--- src/rtl/nbcs_pkg.sv ---
// Shared constants, types and helper functions for the NV12 bilinear crop scaler.
// No dependencies; every other file refers to this package by scoped names.
package nbcs_pkg;

   localparam int MAX_WIDTH  = 256;
   localparam int MAX_HEIGHT = 256;
   localparam int MAX_DIM    = (MAX_WIDTH > MAX_HEIGHT) ? MAX_WIDTH : MAX_HEIGHT;

   localparam int CFG_W      = 9;   // register width
   localparam int CSR_IDX_W  = 2;
   localparam int LOAD_AW    = 17;  // load_addr field width
   localparam int COORD_W    = 8;
   localparam int PIX_W      = 8;
   localparam int FRAC_W     = 16;

   localparam int FRAME_BYTES = MAX_WIDTH * MAX_HEIGHT * 3 / 2;
   localparam int MEM_AW      = $clog2(FRAME_BYTES);
   localparam int ADDR_W      = MEM_AW + 1;

   localparam int SIZE_W  = $clog2(MAX_DIM + 1);
   localparam int INV_W   = SIZE_W + 15;
   localparam int PX_W    = COORD_W + INV_W;
   localparam int BASE_W  = PX_W - FRAC_W;
   localparam int PCT     = 100;
   localparam int RATIO_W = $clog2(MAX_DIM * PCT / 2 + 1);
   localparam int DIV_W   = SIZE_W + FRAC_W;
   localparam int DVS_W   = (SIZE_W > 7) ? SIZE_W : 7;
   localparam int DCNT_W  = $clog2(DIV_W + 1);

   // register indexes
   localparam logic [CSR_IDX_W-1:0] REG_SRC_WIDTH  = 2'd0;
   localparam logic [CSR_IDX_W-1:0] REG_SRC_HEIGHT = 2'd1;
   localparam logic [CSR_IDX_W-1:0] REG_DST_WIDTH  = 2'd2;
   localparam logic [CSR_IDX_W-1:0] REG_DST_HEIGHT = 2'd3;

   // request actions
   localparam logic [1:0] ACT_LOAD   = 2'd0;
   localparam logic [1:0] ACT_LUMA   = 2'd1;
   localparam logic [1:0] ACT_CHROMA = 2'd2;
   localparam logic [1:0] ACT_NONE   = 2'd3;

   // quad tags through the blend pipe
   localparam logic [1:0] TAG_LUMA = 2'd0;
   localparam logic [1:0] TAG_U    = 2'd1;
   localparam logic [1:0] TAG_V    = 2'd2;

   typedef struct packed {
      logic [SIZE_W-1:0] sw;
      logic [SIZE_W-1:0] sh;
      logic [SIZE_W-1:0] left;
      logic [SIZE_W-1:0] top;
      logic [INV_W-1:0]  invx;
      logic [INV_W-1:0]  invy;
      logic [ADDR_W-1:0] cbase;
      logic              ready;
   } geom_type;

   // clear bit 0, saturate to [2, maxv]
   function automatic logic [SIZE_W-1:0] eff_size(input logic [CFG_W-1:0] v, input int maxv);
      logic [31:0] e;
      e = 32'(v) & ~32'd1;
      if (e < 32'd2) e = 32'd2;
      if (e > 32'(maxv)) e = 32'(maxv) & ~32'd1;
      return SIZE_W'(e);
   endfunction

   // keep base so that base+1 stays inside the plane
   function automatic logic [SIZE_W-1:0] clamp_base(input logic [BASE_W-1:0] b,
                                                    input logic [SIZE_W-1:0] size);
      logic [BASE_W:0] b1;
      logic [SIZE_W-1:0] r;
      b1 = {1'b0, b} + (BASE_W+1)'(1);
      if (b1 >= (BASE_W+1)'(size)) begin
         r = (size >= SIZE_W'(2)) ? size - SIZE_W'(2) : '0;
      end else begin
         r = SIZE_W'(b);
      end
      return r;
   endfunction

endpackage

--- src/rtl/nbcs_blend.sv ---
// Two-stage bilinear blend of a 2x2 quad: horizontal pass, then vertical pass.
// Depends on nbcs_pkg for widths.
module nbcs_blend (
   input  logic                                clock,
   input  logic                                reset,
   input  logic                                in_valid,
   input  logic [1:0]                          in_tag,
   input  logic [3:0][nbcs_pkg::PIX_W-1:0]     pix,
   input  logic [nbcs_pkg::FRAC_W-1:0]         fx,
   input  logic [nbcs_pkg::FRAC_W-1:0]         fy,
   output logic                                out_valid,
   output logic [1:0]                          out_tag,
   output logic [nbcs_pkg::PIX_W-1:0]          out_value
);

   localparam int PW = nbcs_pkg::PIX_W + nbcs_pkg::FRAC_W + 1;

   logic [nbcs_pkg::FRAC_W-1:0] wx, wy;
   logic [PW-1:0]               s0, s1, sv;
   logic                        a_valid_ff, b_valid_ff;
   logic [1:0]                  a_tag_ff, b_tag_ff;
   logic [nbcs_pkg::PIX_W-1:0]  r0_ff, r1_ff, val_ff;
   logic [nbcs_pkg::FRAC_W-1:0] fy_ff;

   assign wx = ~fx;
   assign wy = ~fy_ff;
   assign s0 = PW'(pix[0]) * PW'(wx) + PW'(pix[1]) * PW'(fx);
   assign s1 = PW'(pix[2]) * PW'(wx) + PW'(pix[3]) * PW'(fx);
   assign sv = PW'(r0_ff) * PW'(wy) + PW'(r1_ff) * PW'(fy_ff);

   always_ff @(posedge clock) begin
      if (reset) begin
         a_valid_ff <= 1'b0;
         b_valid_ff <= 1'b0;
      end else begin
         a_valid_ff <= in_valid;
         b_valid_ff <= a_valid_ff;
      end
   end

   always_ff @(posedge clock) begin
      r0_ff    <= s0[nbcs_pkg::FRAC_W +: nbcs_pkg::PIX_W];
      r1_ff    <= s1[nbcs_pkg::FRAC_W +: nbcs_pkg::PIX_W];
      fy_ff    <= fy;
      a_tag_ff <= in_tag;
      val_ff   <= sv[nbcs_pkg::FRAC_W +: nbcs_pkg::PIX_W];
      b_tag_ff <= a_tag_ff;
   end

   assign out_valid = b_valid_ff;
   assign out_tag   = b_tag_ff;
   assign out_value = val_ff;

endmodule

--- config.mk ---
export PLATFORM = sky130hd
export DESIGN_NAME = nbcs_blend
export DESIGN_NICKNAME = d
export VERILOG_FILES = /design/src/rtl/nbcs_pkg.sv /design/src/rtl/nbcs_blend.sv
export SDC_FILE = /design/constraint.sdc
export NUM_CORES = 2
export LEC_CHECK = 0
export ABC_AREA = 1
export BUFFER_PORTS_ARGS = -buffer_cell sky130_fd_sc_hd__buf_2
export CAP_MARGIN = 30
export CORE_AREA = 2 2 297 299
export DETAILED_ROUTE_END_ITERATION = 8
export DIE_AREA = 0 0 299 301
export GPL_TIMING_DRIVEN = 0
export PLACE_DENSITY = 0.49
export RECOVER_POWER = 100
export SYNTH_ARGS = -nofsm -noshare
export SYNTH_HDL_FRONTEND = slang
export SYNTH_SLANG_ARGS = --single-unit
export TNS_END_PERCENT = 20
--- constraint.sdc ---
create_clock -name clock -period 12.7 [get_ports clock]
set_input_delay 2.54 -clock clock [delete_from_list [all_inputs] [get_ports clock]]
set_output_delay 2.54 -clock clock [all_outputs]
set_load 0.01 [all_outputs]
# Yosys cells after proc, flatten, opt, wreduce, memory -nomap -nowiden
# Cells that the tools add are included.
# word_totals
regBits,46
# op_classes
addsub,3
multipliers,6
n_bitwise,2
# op_table
operator,count
$mul A8 B16 Y24,6
$add A24 B24 Y24,3
$not A16 Y16,2

# Depth between registers and ports, before layout
# logic_depth
ltp_word,3
depth_mapped,26
depth_no_buf,25

# Worst setup path before layout
# OpenSTA, ideal clock, no wires.
# synth_timing
path_kind,input to register
start,input port fx[13] (netlist bit)
end,register r0_ff[4] (netlist bit)
arrival_time_ns,7.282
required_ns,12.587
setup_slack_ns,5.305
stages,23
path_buffers,2
cell_sequence,buf_2 inv_1 clkbuf_1 nand2_1 fa_1 inv_1 fa_1 inv_1 fa_1 inv_1 fa_1 fa_1 inv_1 fa_1 inv_1 ha_1 nand2_1 nor2_1 nand2_1 nor2_1 nand2_1 nand4_1 nand2_1
# synth_between
elab_chain_cells,3
word_cells_on_any_way,4
# synth_rtl
item,line_no,rtl
start: declaration,nbcs_blend.sv:9,"input logic [nbcs_pkg::FRAC_W-1:0] fx,"
$not A16 Y16,nbcs_blend.sv:25,assign wx = ~fx;
$mul A8 B16 Y24,nbcs_blend.sv:27,assign s0 = PW'(pix[0]) * PW'(wx) + PW'(pix[1]) * PW'(fx);
$add A24 B24 Y24 *,nbcs_blend.sv:27,
via s0[20],nbcs_blend.sv:19,"logic [PW-1:0] s0, s1, sv;"
end signal: assignment,nbcs_blend.sv:42,r0_ff <= s0[nbcs_pkg::FRAC_W +: nbcs_pkg::PIX_W];
end: declaration,nbcs_blend.sv:22,"logic [nbcs_pkg::PIX_W-1:0] r0_ff, r1_ff, val_ff;"
# Mark *: on every way through the listed nets, which the timed path passes. The rest lies on a longest branch.
# A chain may end at the register's enable or synchronous reset.

# Final worst setup path
# layout_timing
start,input port fx[10] (netlist bit)
end,register r0_ff[0] (netlist bit)
# Same word-level chain as after synthesis.

==> impl_metrics.ini <==
[cells_and_area]
finalNetCount = 4415
multiInputGateArea_sq_um = 20300
register_area_sq_um = 921
final_common_cell = inv_1
drive_gt1_frac = 0.0210
syn_to_final_growth_pct = 7.13
fill_cells = 9469
layout_common_cells = 1,109 x inv_1, 992 x nand2_1, 621 x fa_1

[timing]
finalHoldViolations = 0
max_freq_ghz = 0.117
clock_skew_ns = 0.0102
timing.final.crit_share = 0.672
finalSetupViolCount = 0
rsz0062_at_grt = no
finalSetupTns_ns = 0
slew_headroom = 0.369
slew_violations = 0
tightestPinTransition_ns = 0.947
period_needed_ns = 8.53

[route]
totalWireLength_microns = 77400
ant_nets = 0
drt-pass1-iter-count = 6
drt-vias-per-instance = 4.31
vias = 20200
drt-initial-drc-count = 1184
avgRoutedWirePerCell_microns = 16.5
drc = 0

[yosys]
seq_area_frac_synth = 0.0355
mappedNetlistArea_sq_um = 25900
syn_inst = 3464
synth_top_cell_by_area = fa_1
synth_edf_count = 0
avgSynthCellArea_sq_um = 7.48
async_flop_share = 0
ys_ff_latch = 46
ys.warnings.count = 0
ys_top_cells_by_area = fa_1 48%, inv_1 16%, nand2_1 14%
ys_types = 30
synth.top_cell.area_share = 0.480
synth_nets = 4358
synth_ff_type = dfxtp_1

[global_routing]
grt_pass1_vias = 22100
grt_use_total = 0.182
grt_max_degree = 16
antenna_found_initial = 12
grt_pass1_wl_microns = 126000
grt.overflow.total = 0

[cts]
clkLatencyLatePin_ns = 0.32
tritoncts = yes
cts_setup_buffers = 0
ctsResizeCount = 0
htreeDepth = 2
clockBufferDepth = 2
cts-buffers-inserted = 5
postCtsHoldBufs = 0
cts.clk_slew.worst_paths_ns = 0.07
cts_root_buf = clkbuf_16
clock_sinks = 46

[status]
status = complete, no violations

[worst_setup_path]
cp_top_family = adder cells
path_cells = clkbuf_1 -> inv_1 -> clkbuf_1 -> nand2_1 -> fa_1 -> inv_1 -> fa_1 -> inv_1 -> fa_1 -> inv_1 -> fa_1 -> fa_1 -> inv_1 -> fa_1 -> inv_1 -> ha_1 -> nand2_1 -> nor2_1 -> nand2_1 -> o21bai_1 -> nand2_1 -> xor2_1
startpoint_type = input port
crit_type = input port to flop
cp_data_arrival_time_ns = 8.74
rr_startpoint = r1_ff[2]
max_stage_delay_ns = 0.61
cp_slowest_cell = clkbuf_1
rr_worst_depth = 22
reg2reg_slack_ns = 6.79
end_kind = flop
crit_cells = 22
timing.rr.end = out_value[5]
worst-path-buf-inv = 8
worstSetupEndpoint = r0_ff[0]
required_ns = 12.91
crit_start = fx[10]
path_max_fanout = 10

[placement]
gp_congestion = 0.860
port_buffers = 49
dp_hpwl_microns = 67100

[die]
dieArea_sq_um = 90000
io_pins = 80
initial_core_util = 0.300
num_rows = 108
die_w_microns = 299
chipHeight_microns = 301
fp.coreArea_sq_um = 86500

[worst_hold_path]
hp-class = flop to flop

[job]
cap_violations = 0
==> through the flow <==
| stage | std cells | utilization | hold WS [ns] | area, sq um | setup slack, ns |
|---|---|---|---|---|---|
| floorplan | 3464 | - | 0.310 | 25900 | 5.31 |
| global route | 4677 | 0.321 | 0.331 | 27800 | 3.86 |
| global placement | 4668 | 0.319 | 0.310 | 27600 | 4.01 |
| detailed placement | 4668 | 0.319 | 0.313 | 27600 | 3.97 |
| finish | 4682 | 0.321 | 0.330 | 27800 | 4.17 |
| CTS | 4676 | 0.321 | 0.331 | 27800 | 4.32 |
==> kinds of logic (layout without fill, tap and decap cells) <==
logic type	after synthesis	count (layout)	synth area share
adder cells (fa/ha/maj)	825	825	0.578
AO/OA/AOI/OAI	44	44	0.00908
AND/OR/NAND/NOR	1291	1291	0.194
XOR/XNOR	4	4	0.00135
buffers and inverters	1254	1312	0.182
flip-flops	46	46	0.0355
other	0	5	0
==> routing by layer <==
| metal | track usage | routed length [microns] | up-vias |
|---|---|---|---|
| li1 | - | - | 9602 |
| met3 | 0.0178 | 4060 | 80 |
| met2 | 0.317 | 37100 | 463 |
| met1 | 0.246 | 34400 | 10100 |
| met4 | 0.0399 | 1710 | 4 |
| met5 | 0 | 30 | - |
==> state kept, by name (all words and copies together), names as in the netlist <==
| name | cells |
|---|---|
| a_valid_ff | 1 |
| a_tag_ff | 2 |
| out_value | 8 |
| out_valid | 1 |
| r1_ff | 8 |
| fy_ff | 16 |
| r0_ff | 8 |
| out_tag | 2 |
==> synthesized netlist by cell type (5+ instances only) <==
library cell	number
a21oi_1	35
buf_1	9
buf_2	6
clkbuf_1	114
clkinv_1	13
dfxtp_1	46
fa_1	621
ha_1	204
inv_1	1109
nand2_1	992
nand2_2	7
nand3_1	44
nand4_1	10
nor2_1	217
nor2_2	6
o21bai_1	5
==> layout make-up <==
cell class,count,area share
multi-input combinational,2164,0.730
inverter,1125,0.152
tap,1155,0.0521
sequential,46,0.0332
buffer,129,0.0177
timing repair buffer,50,0.00888
clock buffer,5,0.00451
clock inverter,3,0.000766
antenna,5,0.000451
==> how the worst min path moves through the flow <==
stage,startpoint,endpoint,depth (start not counted)
3_5_place_dp,a_tag_ff[0],out_tag[0],0
5_1_grt,a_tag_ff[0],out_tag[0],0
2_1_floorplan,a_tag_ff[0],out_tag[0],0
6_report,a_tag_ff[0],out_tag[0],0
3_3_place_gp,a_tag_ff[0],out_tag[0],0
4_1_cts,a_tag_ff[0],out_tag[0],0
==> worst register-to-register path, cell delays in order, from the launching register on <==
cell and delay [ns]:
dfxtp_1 0.31, clkbuf_1 0.48, clkbuf_1 0.54, nand2_1 0.17, fa_1 0.56, inv_1 0.05
fa_1 0.58, fa_1 0.44, fa_1 0.50, fa_1 0.50, inv_1 0.05, fa_1 0.48
inv_1 0.04, ha_1 0.32, nand2_1 0.14, nor2_1 0.18, nand2_1 0.07, inv_1 0.05
nand2_1 0.06, nand2_1 0.06, nand2_1 0.09, nand3_1 0.08, nand2_1 0.06
Power is not shown: default switching activity piles up to over one toggle a cycle in this logic, so the estimate is an artifact.
