File: src/rtl/nbcs_pkg.sv
// Shared constants, types and helper functions for the NV12 bilinear crop scaler.
// No dependencies; every other file refers to this package by scoped names.
package nbcs_pkg;

   localparam int MAX_WIDTH  = 256;
   localparam int MAX_HEIGHT = 256;
   localparam int MAX_DIM    = (MAX_WIDTH > MAX_HEIGHT) ? MAX_WIDTH : MAX_HEIGHT;

   localparam int CFG_W      = 9;   // register width
   localparam int CSR_IDX_W  = 2;
   localparam int LOAD_AW    = 17;  // load_addr field width
   localparam int COORD_W    = 8;
   localparam int PIX_W      = 8;
   localparam int FRAC_W     = 16;

   localparam int FRAME_BYTES = MAX_WIDTH * MAX_HEIGHT * 3 / 2;
   localparam int MEM_AW      = $clog2(FRAME_BYTES);
   localparam int ADDR_W      = MEM_AW + 1;

   localparam int SIZE_W  = $clog2(MAX_DIM + 1);
   localparam int INV_W   = SIZE_W + 15;
   localparam int PX_W    = COORD_W + INV_W;
   localparam int BASE_W  = PX_W - FRAC_W;
   localparam int PCT     = 100;
   localparam int RATIO_W = $clog2(MAX_DIM * PCT / 2 + 1);
   localparam int DIV_W   = SIZE_W + FRAC_W;
   localparam int DVS_W   = (SIZE_W > 7) ? SIZE_W : 7;
   localparam int DCNT_W  = $clog2(DIV_W + 1);

   // register indexes
   localparam logic [CSR_IDX_W-1:0] REG_SRC_WIDTH  = 2'd0;
   localparam logic [CSR_IDX_W-1:0] REG_SRC_HEIGHT = 2'd1;
   localparam logic [CSR_IDX_W-1:0] REG_DST_WIDTH  = 2'd2;
   localparam logic [CSR_IDX_W-1:0] REG_DST_HEIGHT = 2'd3;

   // request actions
   localparam logic [1:0] ACT_LOAD   = 2'd0;
   localparam logic [1:0] ACT_LUMA   = 2'd1;
   localparam logic [1:0] ACT_CHROMA = 2'd2;
   localparam logic [1:0] ACT_NONE   = 2'd3;

   // quad tags through the blend pipe
   localparam logic [1:0] TAG_LUMA = 2'd0;
   localparam logic [1:0] TAG_U    = 2'd1;
   localparam logic [1:0] TAG_V    = 2'd2;

   typedef struct packed {
      logic [SIZE_W-1:0] sw;
      logic [SIZE_W-1:0] sh;
      logic [SIZE_W-1:0] left;
      logic [SIZE_W-1:0] top;
      logic [INV_W-1:0]  invx;
      logic [INV_W-1:0]  invy;
      logic [ADDR_W-1:0] cbase;
      logic              ready;
   } geom_type;

   // clear bit 0, saturate to [2, maxv]
   function automatic logic [SIZE_W-1:0] eff_size(input logic [CFG_W-1:0] v, input int maxv);
      logic [31:0] e;
      e = 32'(v) & ~32'd1;
      if (e < 32'd2) e = 32'd2;
      if (e > 32'(maxv)) e = 32'(maxv) & ~32'd1;
      return SIZE_W'(e);
   endfunction

   // keep base so that base+1 stays inside the plane
   function automatic logic [SIZE_W-1:0] clamp_base(input logic [BASE_W-1:0] b,
                                                    input logic [SIZE_W-1:0] size);
      logic [BASE_W:0] b1;
      logic [SIZE_W-1:0] r;
      b1 = {1'b0, b} + (BASE_W+1)'(1);
      if (b1 >= (BASE_W+1)'(size)) begin
         r = (size >= SIZE_W'(2)) ? size - SIZE_W'(2) : '0;
      end else begin
         r = SIZE_W'(b);
      end
      return r;
   endfunction

endpackage

File: src/rtl/nbcs_div.sv
// Serial restoring divider, one quotient bit per cycle.
// Depends on nbcs_pkg for widths.
module nbcs_div (
   input  logic                        clock,
   input  logic                        reset,
   input  logic                        go,
   input  logic [nbcs_pkg::DIV_W-1:0]  numer,
   input  logic [nbcs_pkg::DVS_W-1:0]  denom,
   output logic                        done,
   output logic [nbcs_pkg::DIV_W-1:0]  quot
);

   logic [nbcs_pkg::DVS_W:0]    rem_ff, rem_in;
   logic [nbcs_pkg::DIV_W-1:0]  quo_ff, quo_in;
   logic [nbcs_pkg::DVS_W-1:0]  den_ff;
   logic [nbcs_pkg::DCNT_W-1:0] cnt_ff;
   logic                        run_ff, done_ff;
   logic [nbcs_pkg::DVS_W:0]    trial;

   always_comb begin
      trial = {rem_ff[nbcs_pkg::DVS_W-1:0], quo_ff[nbcs_pkg::DIV_W-1]};
      if (trial >= {1'b0, den_ff}) begin
         rem_in = trial - {1'b0, den_ff};
         quo_in = {quo_ff[nbcs_pkg::DIV_W-2:0], 1'b1};
      end else begin
         rem_in = trial;
         quo_in = {quo_ff[nbcs_pkg::DIV_W-2:0], 1'b0};
      end
   end

   always_ff @(posedge clock) begin
      if (reset) begin
         run_ff  <= 1'b0;
         done_ff <= 1'b0;
         cnt_ff  <= '0;
      end else begin
         done_ff <= !go && run_ff && (cnt_ff == nbcs_pkg::DCNT_W'(1));
         if (go) begin
            run_ff <= 1'b1;
            cnt_ff <= nbcs_pkg::DCNT_W'(nbcs_pkg::DIV_W);
         end else if (run_ff) begin
            cnt_ff <= cnt_ff - nbcs_pkg::DCNT_W'(1);
            if (cnt_ff == nbcs_pkg::DCNT_W'(1)) begin
               run_ff <= 1'b0;
            end
         end
      end
   end

   always_ff @(posedge clock) begin
      if (go) begin
         quo_ff <= numer;
         rem_ff <= '0;
         den_ff <= denom;
      end else if (run_ff) begin
         quo_ff <= quo_in;
         rem_ff <= rem_in;
      end
   end

   assign done = done_ff;
   assign quot = quo_ff;

endmodule

File: src/rtl/nbcs_geom.sv
// Size registers and crop/step geometry, recomputed after reset and each write.
// Depends on nbcs_pkg and nbcs_div.
module nbcs_geom (
   input  logic                             clock,
   input  logic                             reset,
   input  logic                             csr_write_en,
   input  logic [nbcs_pkg::CSR_IDX_W-1:0]   csr_index,
   input  logic [nbcs_pkg::CFG_W-1:0]       csr_wdata,
   output nbcs_pkg::geom_type               geom
);

   localparam logic [1:0] G_IDLE   = 2'd0;
   localparam logic [1:0] G_LAUNCH = 2'd1;
   localparam logic [1:0] G_WAIT   = 2'd2;
   localparam logic [1:0] G_BASE   = 2'd3;

   logic [nbcs_pkg::CFG_W-1:0]   src_w_ff, src_h_ff, dst_w_ff, dst_h_ff;
   logic [1:0]                   state_ff;
   logic [2:0]                   step_ff;
   logic [nbcs_pkg::RATIO_W-1:0] qs_ff, qd_ff, rw_ff, rh_ff;
   logic [nbcs_pkg::SIZE_W-1:0]  cwc_ff, chc_ff;
   logic [nbcs_pkg::INV_W-1:0]   invx_ff, invy_ff;
   logic [nbcs_pkg::ADDR_W-1:0]  cbase_ff;

   logic [nbcs_pkg::SIZE_W-1:0]  sw, sh, dw, dh, cw, chh, left, top;
   logic [nbcs_pkg::RATIO_W-1:0] ratio;
   logic                         differ;
   logic [nbcs_pkg::DIV_W-1:0]   numer, quot;
   logic [nbcs_pkg::DVS_W-1:0]   denom;
   logic                         div_done;

   assign sw = nbcs_pkg::eff_size(src_w_ff, nbcs_pkg::MAX_WIDTH);
   assign sh = nbcs_pkg::eff_size(src_h_ff, nbcs_pkg::MAX_HEIGHT);
   assign dw = nbcs_pkg::eff_size(dst_w_ff, nbcs_pkg::MAX_WIDTH);
   assign dh = nbcs_pkg::eff_size(dst_h_ff, nbcs_pkg::MAX_HEIGHT);

   assign differ = (qs_ff != qd_ff);
   assign ratio  = (rw_ff >= rh_ff) ? rh_ff : rw_ff;
   assign cw     = differ ? cwc_ff : sw;
   assign chh    = differ ? chc_ff : sh;
   assign left   = differ ? (((sw - cwc_ff) >> 1) & ~nbcs_pkg::SIZE_W'(1)) : '0;
   assign top    = differ ? (((sh - chc_ff) >> 1) & ~nbcs_pkg::SIZE_W'(1)) : '0;

   // operands for each division of the sequence
   always_comb begin
      numer = '0;
      denom = nbcs_pkg::DVS_W'(nbcs_pkg::PCT);
      unique case (step_ff)
         3'd0: begin
            numer = nbcs_pkg::DIV_W'(sw) * nbcs_pkg::DIV_W'(nbcs_pkg::PCT);
            denom = nbcs_pkg::DVS_W'(sh);
         end
         3'd1: begin
            numer = nbcs_pkg::DIV_W'(dw) * nbcs_pkg::DIV_W'(nbcs_pkg::PCT);
            denom = nbcs_pkg::DVS_W'(dh);
         end
         3'd2: begin
            numer = nbcs_pkg::DIV_W'(sw) * nbcs_pkg::DIV_W'(nbcs_pkg::PCT);
            denom = nbcs_pkg::DVS_W'(dw);
         end
         3'd3: begin
            numer = nbcs_pkg::DIV_W'(sh) * nbcs_pkg::DIV_W'(nbcs_pkg::PCT);
            denom = nbcs_pkg::DVS_W'(dh);
         end
         3'd4: numer = nbcs_pkg::DIV_W'(ratio) * nbcs_pkg::DIV_W'(dw);
         3'd5: numer = nbcs_pkg::DIV_W'(ratio) * nbcs_pkg::DIV_W'(dh);
         3'd6: begin
            numer = nbcs_pkg::DIV_W'(cw) << nbcs_pkg::FRAC_W;
            denom = nbcs_pkg::DVS_W'(dw);
         end
         3'd7: begin
            numer = nbcs_pkg::DIV_W'(chh) << nbcs_pkg::FRAC_W;
            denom = nbcs_pkg::DVS_W'(dh);
         end
      endcase
   end

   nbcs_div u_div (
      .clock (clock),
      .reset (reset),
      .go    (state_ff == G_LAUNCH),
      .numer (numer),
      .denom (denom),
      .done  (div_done),
      .quot  (quot)
   );

   always_ff @(posedge clock) begin
      if (reset) begin
         src_w_ff <= nbcs_pkg::CFG_W'(256);
         src_h_ff <= nbcs_pkg::CFG_W'(256);
         dst_w_ff <= nbcs_pkg::CFG_W'(256);
         dst_h_ff <= nbcs_pkg::CFG_W'(256);
         state_ff <= G_LAUNCH;
         step_ff  <= '0;
      end else if (csr_write_en) begin
         unique case (csr_index)
            nbcs_pkg::REG_SRC_WIDTH:  src_w_ff <= csr_wdata;
            nbcs_pkg::REG_SRC_HEIGHT: src_h_ff <= csr_wdata;
            nbcs_pkg::REG_DST_WIDTH:  dst_w_ff <= csr_wdata;
            nbcs_pkg::REG_DST_HEIGHT: dst_h_ff <= csr_wdata;
         endcase
         state_ff <= G_LAUNCH;
         step_ff  <= '0;
      end else begin
         unique case (state_ff)
            G_IDLE:   state_ff <= G_IDLE;
            G_LAUNCH: state_ff <= G_WAIT;
            G_WAIT: begin
               if (div_done) begin
                  if (step_ff == 3'd7) begin
                     state_ff <= G_BASE;
                  end else begin
                     step_ff  <= step_ff + 3'd1;
                     state_ff <= G_LAUNCH;
                  end
               end
            end
            G_BASE:   state_ff <= G_IDLE;
         endcase
      end
   end

   always_ff @(posedge clock) begin
      if (state_ff == G_WAIT && div_done) begin
         unique case (step_ff)
            3'd0: qs_ff   <= nbcs_pkg::RATIO_W'(quot);
            3'd1: qd_ff   <= nbcs_pkg::RATIO_W'(quot);
            3'd2: rw_ff   <= nbcs_pkg::RATIO_W'(quot);
            3'd3: rh_ff   <= nbcs_pkg::RATIO_W'(quot);
            3'd4: cwc_ff  <= nbcs_pkg::SIZE_W'(quot);
            3'd5: chc_ff  <= nbcs_pkg::SIZE_W'(quot);
            3'd6: invx_ff <= nbcs_pkg::INV_W'(quot) + nbcs_pkg::INV_W'(1);
            3'd7: invy_ff <= nbcs_pkg::INV_W'(quot) + nbcs_pkg::INV_W'(1);
         endcase
      end
      if (state_ff == G_BASE) begin
         cbase_ff <= nbcs_pkg::ADDR_W'(sw) * nbcs_pkg::ADDR_W'(sh)
                   + ((nbcs_pkg::ADDR_W'(top) * nbcs_pkg::ADDR_W'(sw)) >> 1)
                   + nbcs_pkg::ADDR_W'(left);
      end
   end

   assign geom.sw    = sw;
   assign geom.sh    = sh;
   assign geom.left  = left;
   assign geom.top   = top;
   assign geom.invx  = invx_ff;
   assign geom.invy  = invy_ff;
   assign geom.cbase = cbase_ff;
   assign geom.ready = (state_ff == G_IDLE) && !csr_write_en;

endmodule

File: config.mk
export PLATFORM = sky130hd
export DESIGN_NAME = nbcs_geom
export DESIGN_NICKNAME = d
export VERILOG_FILES = /design/src/rtl/nbcs_pkg.sv /design/src/rtl/nbcs_div.sv /design/src/rtl/nbcs_geom.sv
export SDC_FILE = /design/constraint.sdc
export NUM_CORES = 1
export LEC_CHECK = 0
export BUFFER_PORTS_ARGS = -buffer_cell sky130_fd_sc_hd__buf_2
export CAP_MARGIN = 20
export CORE_MARGIN = 2
export CORE_UTILIZATION = 45
export DETAILED_ROUTE_END_ITERATION = 7
export GPL_TIMING_DRIVEN = 0
export SYNTH_ARGS = -nofsm -noshare
export SYNTH_HDL_FRONTEND = slang
export SYNTH_HIERARCHICAL = 1
export SYNTH_SLANG_ARGS = --single-unit
File: constraint.sdc
create_clock -name clock -period 8.4 [get_ports clock]
set_clock_uncertainty 0.2 [all_clocks]
set_input_delay 0.84 -clock clock [delete_from_list [all_inputs] [get_ports clock]]
set_output_delay 0.84 -clock clock [all_outputs]
set_load 0.02 [all_outputs]
* Word level (Yosys, flattened, before mapping)
Index checks and enable logic that the tools add are counted.
Storage, ports and cells: register bits 231, input port bits 14, output and inout bits 103
Operators by class: add/sub/neg operators 8, multipliers 7, order comparisons 10, equality and inequality tests 16, mux-type cells 27, bitwise gates (word level) 1, reduce and logical (&&, ||, !) cells 29
Operators with widths (count):
- 25-bit one-hot mux with 7 select lines | 1
- 9-bit 2-to-1 mux | 11
- 32-bit by 9-bit > comparator with 1-bit output, second input constant | 3
- 25-bit 2-to-1 mux | 2
- 14-bit by 9-bit multiplier with 23-bit output | 2
- 9-bit by 5-bit multiplier with 14-bit output, second input constant | 3
- 9-bit by 2-bit less-than comparator with 1-bit output, second input constant | 4
- 9-bit one-hot mux with 3 select lines | 1
- 9-bit subtractor | 3
- 24-bit by 1-bit adder with 24-bit output, second input constant | 1
- 2-bit AND reduction | 12
- 18-bit by 16-bit adder with 18-bit output | 1
- 18-bit by 8-bit adder with 18-bit output | 1
- 9-bit by 9-bit multiplier with 18-bit output | 1
- 8-bit by 9-bit multiplier with 17-bit output | 1
- 8-bit 2-to-1 mux | 2
- 14-bit greater-or-equal comparator | 1
- 14-bit 2-to-1 mux | 1
- 14-bit inequality test | 1
- 3-bit == test, second input constant | 4
- 10-bit by 9-bit greater-or-equal comparator with 1-bit output | 1
- 5-bit 2-to-1 mux | 2
- 2-bit OR reduction | 5
- 9-bit > comparator, second input constant | 1
- other kinds (19) | 33

* Logic depth before layout (Yosys ltp)
Gate-level depths: netlist of the first run.
word-level depth 9, mapped depth 42

* Cells and area by module
The synthesis of the first run kept the hierarchy.
Modules (own cells, without submodules):
- nbcs_geom | times used 1, cells an instance 2368, area an instance 22057.4 sq um, sequential area each 4914.7 sq um
- nbcs_div | times used 1, cells an instance 201, area an instance 2496.1 sq um, sequential area each 1341.3 sq um

* Worst setup path after synthesis of the first run
OpenSTA, ideal clock, no wires.
kind register to register, from reg src_h_ff[2] (netlist bit), to reg cbase_ff[17] (netlist bit), data pin, setup time 0.260 ns, arrival 9.001 ns, path slack -1.061 ns, stages on the path, launching flop included 41, path buffers 1, clock period less this slack 9.461 ns, cells stage by stage dfxtp_1 nor4_1 a21oi_1 or2_2 clkbuf_1 inv_1 ha_1 nor2b_1 o21a_1 o21ai_1 a21boi_0 o21a_1 or3_1 nand3_1 nand2_1 fa_1 inv_1 fa_1 [... 5 more ...] inv_1 o21ai_0 a21oi_1 o21a_1 o21bai_1 xor2_1 ha_1 inv_1 fa_1 fa_1 inv_1 ha_1 nand2_1 a21bo_2 a31oi_1 a21o_1 a21oi_1 xnor2_1
RTL lines:
- start, declared | line nbcs_geom.sv:17 | logic [nbcs_pkg::CFG_W-1:0] src_w_ff, src_h_ff, dst_w_ff, dst_h_ff;
- start signal, assigned | line nbcs_geom.sv:91 | src_h_ff <= nbcs_pkg::CFG_W'(256);
- start signal, assigned | line nbcs_geom.sv:99 | nbcs_pkg::REG_SRC_HEIGHT: src_h_ff <= csr_wdata;
- end signal, assigned | line nbcs_geom.sv:138 | cbase_ff <= nbcs_pkg::ADDR_W'(sw) * nbcs_pkg::ADDR_W'(sh)
- end, declared | line nbcs_geom.sv:23 | logic [nbcs_pkg::ADDR_W-1:0] cbase_ff;

* Final worst setup path of the first run
from reg src_h_ff[8] (netlist bit), to reg cbase_ff[17] (netlist bit), data pin
On the way: longest elaborated chain between the ends 9, elaborated cells between the ends (all ways) 10, classes of those cells add/sub (3); mul (2); order compare (2); mux (3)
Ends and longest elaborated chain:
- 9-bit by 2-bit less-than comparator with 1-bit output | line nbcs_pkg.sv:62 | if (e < 32'd2) e = 32'd2;
- 9-bit 2-to-1 mux * | line nbcs_pkg.sv:62
- 32-bit by 9-bit > comparator with 1-bit output | line nbcs_pkg.sv:63 | if (e > 32'(maxv)) e = 32'(maxv) & ~32'd1;
- 9-bit 2-to-1 mux * | line nbcs_pkg.sv:63
- 9-bit subtractor | line nbcs_geom.sv:42 | assign top = differ ? (((sh - chc_ff) >> 1) & ~nbcs_pkg::SIZE_W'(1)) : '0;
- 8-bit 2-to-1 mux | line nbcs_geom.sv:42
- 8-bit by 9-bit multiplier with 17-bit output | line nbcs_geom.sv:139 | + ((nbcs_pkg::ADDR_W'(top) * nbcs_pkg::ADDR_W'(sw)) >> 1)
- 18-bit by 16-bit adder with 18-bit output * | line nbcs_geom.sv:139
- 18-bit by 8-bit adder with 18-bit output * | line nbcs_geom.sv:140 | + nbcs_pkg::ADDR_W'(left);
Mark *: on every way between the ends. The rest lies on a longest branch, timed or not. A chain may end at the register's enable or synchronous reset.

==> metrics.txt, run 1 <==
most frequent cells in the layout inv_1, nor2_1, ha_1, fa_1, nand2_1; main combinational cell family by area after synthesis adder cells; slack of the critical path -0.4436 ns; worst-path fanout max 8; starting density of the core 0.4554; via/cell ratio between 5 and 6; Max Slew Vio Count 0; largest net degree at the start of global routing 26; CTS sink cnt 226; cell type with the largest total area after synthesis edfxtp_1; Post-Synth XOR/XNOR Area 0.04245; Clock Path Buffers 3; Post-Syn Instances around 2.6k; core area 53920 µm²; Distinct cells, synth 81; Overflow after GRT 0; top-area cell type share of the netlist area 0.2116; RSZ-0062 raised after global routing true; Port Buffers ~110; DR vias approximately 19k; startpoint types flop; slew of the pin with the lowest slew margin between 1 and 1.5 ns; drt total wl between 70000 and 80000 µm; crit-path most repeated cell fa_1; initial antenna violation count 0; worst ir drop on vdd roughly 0.00013 V; # rows 85; slew margin rel. 0.2631; Worst path slowest cell fa_1; Die Y ~240 µm; post-route ant nets 0; EDFF count, synth 173; Power Dens Cells around 100 nW/µm²; Die Area between 50000 and 60000 µm²; proportion of synthesized area in mux cells 0.03679; #FFs+latches synth around 230; simple-gate share of the synthesized area 0.1319; fin crit share 1.053; CTS tree done; crit-path max cell delay 0.56 ns; H-tree depth 1; YS warnings 6; P&R area growth vs syn 13.02%; final setup fails 6; crit path DAT between 8 and 9 ns; first-pass GRT wire length roughly 110000 µm; Post-route DRC 0; Post-Synth Adder-Cell Area 0.3618; Die Wd 237.6 µm; I/O pin total 117; min Tclk post-route around 9 ns; Final Hold Fails 0; Worst setup EP type flop; Final #Nets roughly 3.3k; CTS clk-pin slew, worst paths 0.06 ns; sequential share of the synthesized area 0.2548; Crit Path Class flop to flop; most common cell after layout, fill and taps aside inv_1; Static Leak 13.21 nW; failing checks setup timing; CTS Root Cell clkbuf_16; Max-cap violations 0; Total Power 2.892 mW; vias in the first global route between 15k and 20k; TritonCTS Buffers 25; post-synthesis cell area about 25000 µm²; first drt pass iteration count 6; GR Util All Layers 0.2541; status complete, but fails checks; Routed wire per std cell slightly above 20 µm; layout cells sized above 1 0.1266; post-synthesis async set-or-reset flop share 0; Synth area leaders edfxtp_1, fa_1, ha_1, inv_1, nor2_1; Clk Latency, worst-skew pair 0.54 ns; Synth Flop Type edfxtp_1; Synth Area in Compound Gates 0.08999; post-place setup slack -1.419 ns; 1st-iter DRT viols around 1.3k; DP Wirelength ~57000 µm; Peak Freq between 100 and 150 MHz; final core utilization 0.5147; routability-driven placement congestion ratio about 0.94; Avg Cell Area, Syn roughly 9.6 µm²; setup TNS -1.604 ns; HP Class flop to flop; Worst EP required about 8.5 ns
## cell usage after synthesis, types with 6 or more instances
master / count
fa_1: 240
a21boi_0: 7
mux2i_1: 30
or2_2: 6
nand3_1: 30
a31oi_1: 11
nand2b_1: 32
o21ai_1: 9
and2_1: 11
edfxtp_1: 173
a221oi_1: 19
a2111oi_0: 9
a211oi_1: 9
o21bai_1: 7
buf_4: 8
or3_1: 7
ha_1: 326
clkbuf_1: 69
mux2i_4: 7
nor4_1: 7
nand4_1: 14
and3_1: 10
a21oi_1: 78
nor2b_1: 22
a21o_1: 17
xor2_1: 52
inv_1: 429
a222oi_1: 7
xnor2_1: 67
o211ai_1: 12
nor2_1: 329
nor3_1: 59
nand2_1: 204
o21a_1: 15
dfxtp_1: 53
o22ai_1: 6
mux2_2: 37
a22oi_1: 16
o21ai_0: 44
## path summary, 6_finish.rpt
kind	cells past startpoint	from	slack (ns)	to
worst min-delay path	2	dst_h_ff[1]$_SDFFE_PP0P_	0.27	dst_h_ff[1]$_SDFFE_PP0P_
worst max-delay path	37	src_h_ff[8]$_SDFFE_PP1P_	-0.44	cbase_ff[17]$_DFFE_PN_
worst min register to register	2	dst_h_ff[1]$_SDFFE_PP0P_	0.27	dst_h_ff[1]$_SDFFE_PP0P_
worst max register to register	37	src_h_ff[8]$_SDFFE_PP1P_	-0.44	cbase_ff[17]$_DFFE_PN_
## per-stage QoR
step	instances	hold slack [ns]	cell area, µm²
floorplan	2577	0.2362	24790
global placement	3381	0.2489	26200
detailed placement	3390	0.2568	26330
CTS	3448	0.2666	27430
global route	3461	0.2866	27740
finish	3464	0.2673	27750
## where the power goes
group | internal (mW) | switching [mW]
clock | 0.688 | 0.453
sequential | 1.26 | 0.0677
combinational | 0.167 | 0.252
## per-layer routing
metal / track usage / wire [µm] / vias up
li1: - / - / 8879
met1: 0.3326 / 29790 / 9395
met2: 0.4215 / 33470 / 565
met3: 0.04216 / 4389 / 153
met4: 0.1001 / 3274 / 0
met5: 0 / 0 / -
## flip-flops by register name, summed over array words and instances, names as in the netlist
name	count
u_div/done	1
step_ff	3
src_h_ff	8
qd_ff	14
invy_ff	24
u_div/quot	25
src_w_ff	8
chc_ff	9
state_ff	2
invx_ff	24
rh_ff	14
u_div/rem_ff	9
cwc_ff	9
qs_ff	14
u_div/den_ff	9
u_div/run_ff	1
dst_w_ff	8
rw_ff	14
u_div/cnt_ff	5
cbase_ff	17
dst_h_ff	8
## cell type report
| class | count | area, µm² |
|---|---|---|
| fillers | 4921 | 26170 |
| multi-input cells | 1831 | 16800 |
| flip-flops and latches | 226 | 6260 |
| inverters | 434 | 1653 |
| repair buffers | 148 | 924.6 |
| well taps | 696 | 870.8 |
| clock buffers | 29 | 661.9 |
| plain buffers | 82 | 387.9 |
| clock inverters | 15 | 188.9 |
| diodes | 3 | 7.507 |
## critical path, delay by kind of cell (launching register included)
kind / cells / cell delay, ns
buffers and inverters: 8 / 0.76
adders and majority gates: 10 / 4.09
AOI/OAI and AO/OA: 14 / 2.13
DFF: 1 / 0.38
xor gates and xnor gates: 2 / 0.34
and+or+nand+nor: 3 / 0.67
## cell families after synthesis
kind of cell / Yosys count
AO/OA/AOI/OAI: 316
XOR/XNOR: 119
adder cells (fa/ha/maj): 566
AND/OR/NAND/NOR: 745
flip-flops: 226
other: 1
multiplexers: 76
buffers and inverters: 520
## timing repair
action	in CTS	in global routing
cloned	0	0
gates resized for setup	39	36
pin swaps	23	39
hold buffers	0	0
setup buffers	18	12
endpoints found under the setup margin	13	12
(Power assumes the default switching activity.)
==> inputs of run 2 (changes only) <==
--- a/config.mk
+++ b/config.mk
@@ -5,7 +5,7 @@
 export SDC_FILE = /design/constraint.sdc
 export NUM_CORES = 1
 export LEC_CHECK = 0
-export BUFFER_PORTS_ARGS = -buffer_cell sky130_fd_sc_hd__buf_2
+export BUFFER_PORTS_ARGS = -buffer_cell sky130_fd_sc_hd__clkbuf_2
 export CAP_MARGIN = 20
 export CORE_MARGIN = 2
 export CORE_UTILIZATION = 45
==> metrics.txt, run 2 (synthesis gave the netlist of run 1 again) <==
multi-input logic area 16780 µm² (about the same); r2r startpoint src_h_ff[3]$_SDFFE_PP0P_; vias in the first global route 19.18k (-0.21%); DP Wirelength 56320 µm (-0.53%); TritonCTS Buffers 25 (unchanged); Final #Nets 3334 (+0.18%); Final Hold Fails 0 (unchanged); HP Class flop to flop; P&R area growth vs syn 12.78%; largest net degree at the start of global routing 26 (unchanged); Clock Path Buffers 3 (unchanged); Overflow after GRT 0 (unchanged); layout filler cell count 4993 (+1.5%); first drt pass iteration count 7 (+1); CTS tree done; hold path start u_div/rem_ff[1]$_SDFFE_PP0P_; 1st-iter DRT viols 1403 (+6.1%); H-tree depth 1 (unchanged); Port Buffers 108 (unchanged); Max-cap violations 0 (unchanged); Post-DP Area 26330 µm² (about the same); Routed wire per std cell 20.38 µm (-0.45%); startpoint types flop; status complete, but fails checks; CTS clk-pin slew, worst paths 0.07 ns (about the same); fin crit share 1.050 (-0.002372); Worst path slowest cell fa_1; Inst Count DP 3391 (+0.029%); Die Y 237.6 µm (unchanged); Die Area 56450 µm² (unchanged); wire length on met3 3940 µm (-10%); crit-path most repeated cell fa_1; non-filler cells, final 3468 (+0.12%); slew of the pin with the lowest slew margin 1.216 ns (+0.1128 ns); Post-route DRC 0 (unchanged); Max Slew Vio Count 0 (unchanged); RSZ-0062 raised after global routing true; via/cell ratio 5.527 (+0.81%); max reg flops 25 (unchanged); Total Power 2.783 mW (-3.8%); I/O pin total 117 (unchanged); Clk Latency, worst-skew pair 0.55 ns (about the same); first-pass GRT wire length 109600 µm (-0.67%); Worst EP required 8.51 ns (+0.03 ns); CTS sink cnt 226 (unchanged); most common cell after layout, fill and taps aside inv_1; Power Dens Cells 100.5 nW/µm² (-3.6%); number of diodes 0 (-3); hold buffer count at CTS 0 (unchanged); crit-path max cell delay 0.59 ns (+0.03 ns); top sig layer met4; DR vias 19.17k (+0.92%); initial antenna violation count 1 (+1); drt total wl 70680 µm (-0.34%); failing checks setup timing; final setup fails 7 (+1); post-route ant nets 0 (unchanged); Final Cell Area 27690 µm² (-0.21%); crit path DAT 8.93 ns (about the same); min Tclk post-route 8.824 ns (-0.01992 ns); met2 wire len 33930 µm (+1.4%); # rows 85 (unchanged); core area 53920 µm² (unchanged); Worst setup EP type flop; GR Util All Layers 0.2519 (-0.002274); CTS Root Cell clkbuf_16; slew margin rel. 0.1877 (-0.07532); Sequential Area 6261 µm² (about the same); worst-path fanout max 7 (-1); starting density of the core 0.4554 (unchanged); routability-driven placement congestion ratio 0.9404 (about the same); Peak Freq 113.3 MHz (+0.23%); worst ir drop on vdd 0.0001227 V (-6.7%); Critical path origin src_h_ff[3]$_SDFFE_PP0P_; Static Leak 13.19 nW (-0.10%); slack of the critical path -0.4236 ns (+0.01992 ns); layout cells sized above 1 0.1252 (-0.001402); Crit Path Class flop to flop; Die Wd 237.6 µm (unchanged); met1 layer wirelength in the final routing 30100 µm (+1.0%); most frequent cells in the layout inv_1, nor2_1, ha_1, fa_1, nand2_1
run 2: through the flow:
step	worst slack (ns)	util	hold slack, ns	setup TNS (ns)
after floorplan	-0.1160	-	0.2362	-0.1160
after global placement	-1.298	0.4859	0.2568	-10.95
after detailed placement	-1.410	0.4882	0.2629	-10.76
after CTS	-0.3509	0.5067	0.2710	-1.098
after global routing	-0.7746	0.5136	0.2995	-3.876
final	-0.4236	0.5136	0.2709	-1.471
run 2: area by class of cell:
cell class,instances,share of cell area
sequential,226,0.2261
tap,696,0.03145
clock buffer,32,0.02390
multi-input combinational,1831,0.6061
buffer,82,0.01374
timing repair buffer,154,0.03533
clock inverter,13,0.003705
inverter,434,0.05969
run 2: final timing paths:
kind         slack (ns)                      endpoint  cells after the start
min reg2reg        0.27  u_div/rem_ff[1]$_SDFFE_PP0P_                      2
max reg2reg       -0.42        cbase_ff[17]$_DFFE_PN_                     37
max               -0.42        cbase_ff[17]$_DFFE_PN_                     37
min                0.27  u_div/rem_ff[1]$_SDFFE_PP0P_                      2
run 2: power breakdown:
part / total (mW) / switching, mW / internal (mW)
combinational: 0.418 / 0.251 / 0.167
clock: 1.03 / 0.444 / 0.589
sequential: 1.33 / 0.0680 / 1.26
run 2: critical path, delay by kind of cell (launching register included):
family	cells	cell delay (ns)
compound gates	13	1.96
simple gates	6	1.07
fa+ha+maj	10	4.10
buf+inv	6	0.56
xor+xnor	2	0.30
flops	1	0.35
run 2: what timing repair did:
action                     in CTS  in global routing
pin swaps                      28                 26
setup endpoints to repair      12                 17
resized for setup              36                 28
buffers inserted               16                 19
run 2: layer usage:
metal | GRT usage | vias to the layer above
met3 | 0.02659 | 141
met5 | 0 | -
li1 | - | 8893
met2 | 0.4269 | 623
met1 | 0.3357 | 9510
met4 | 0.08881 | 0
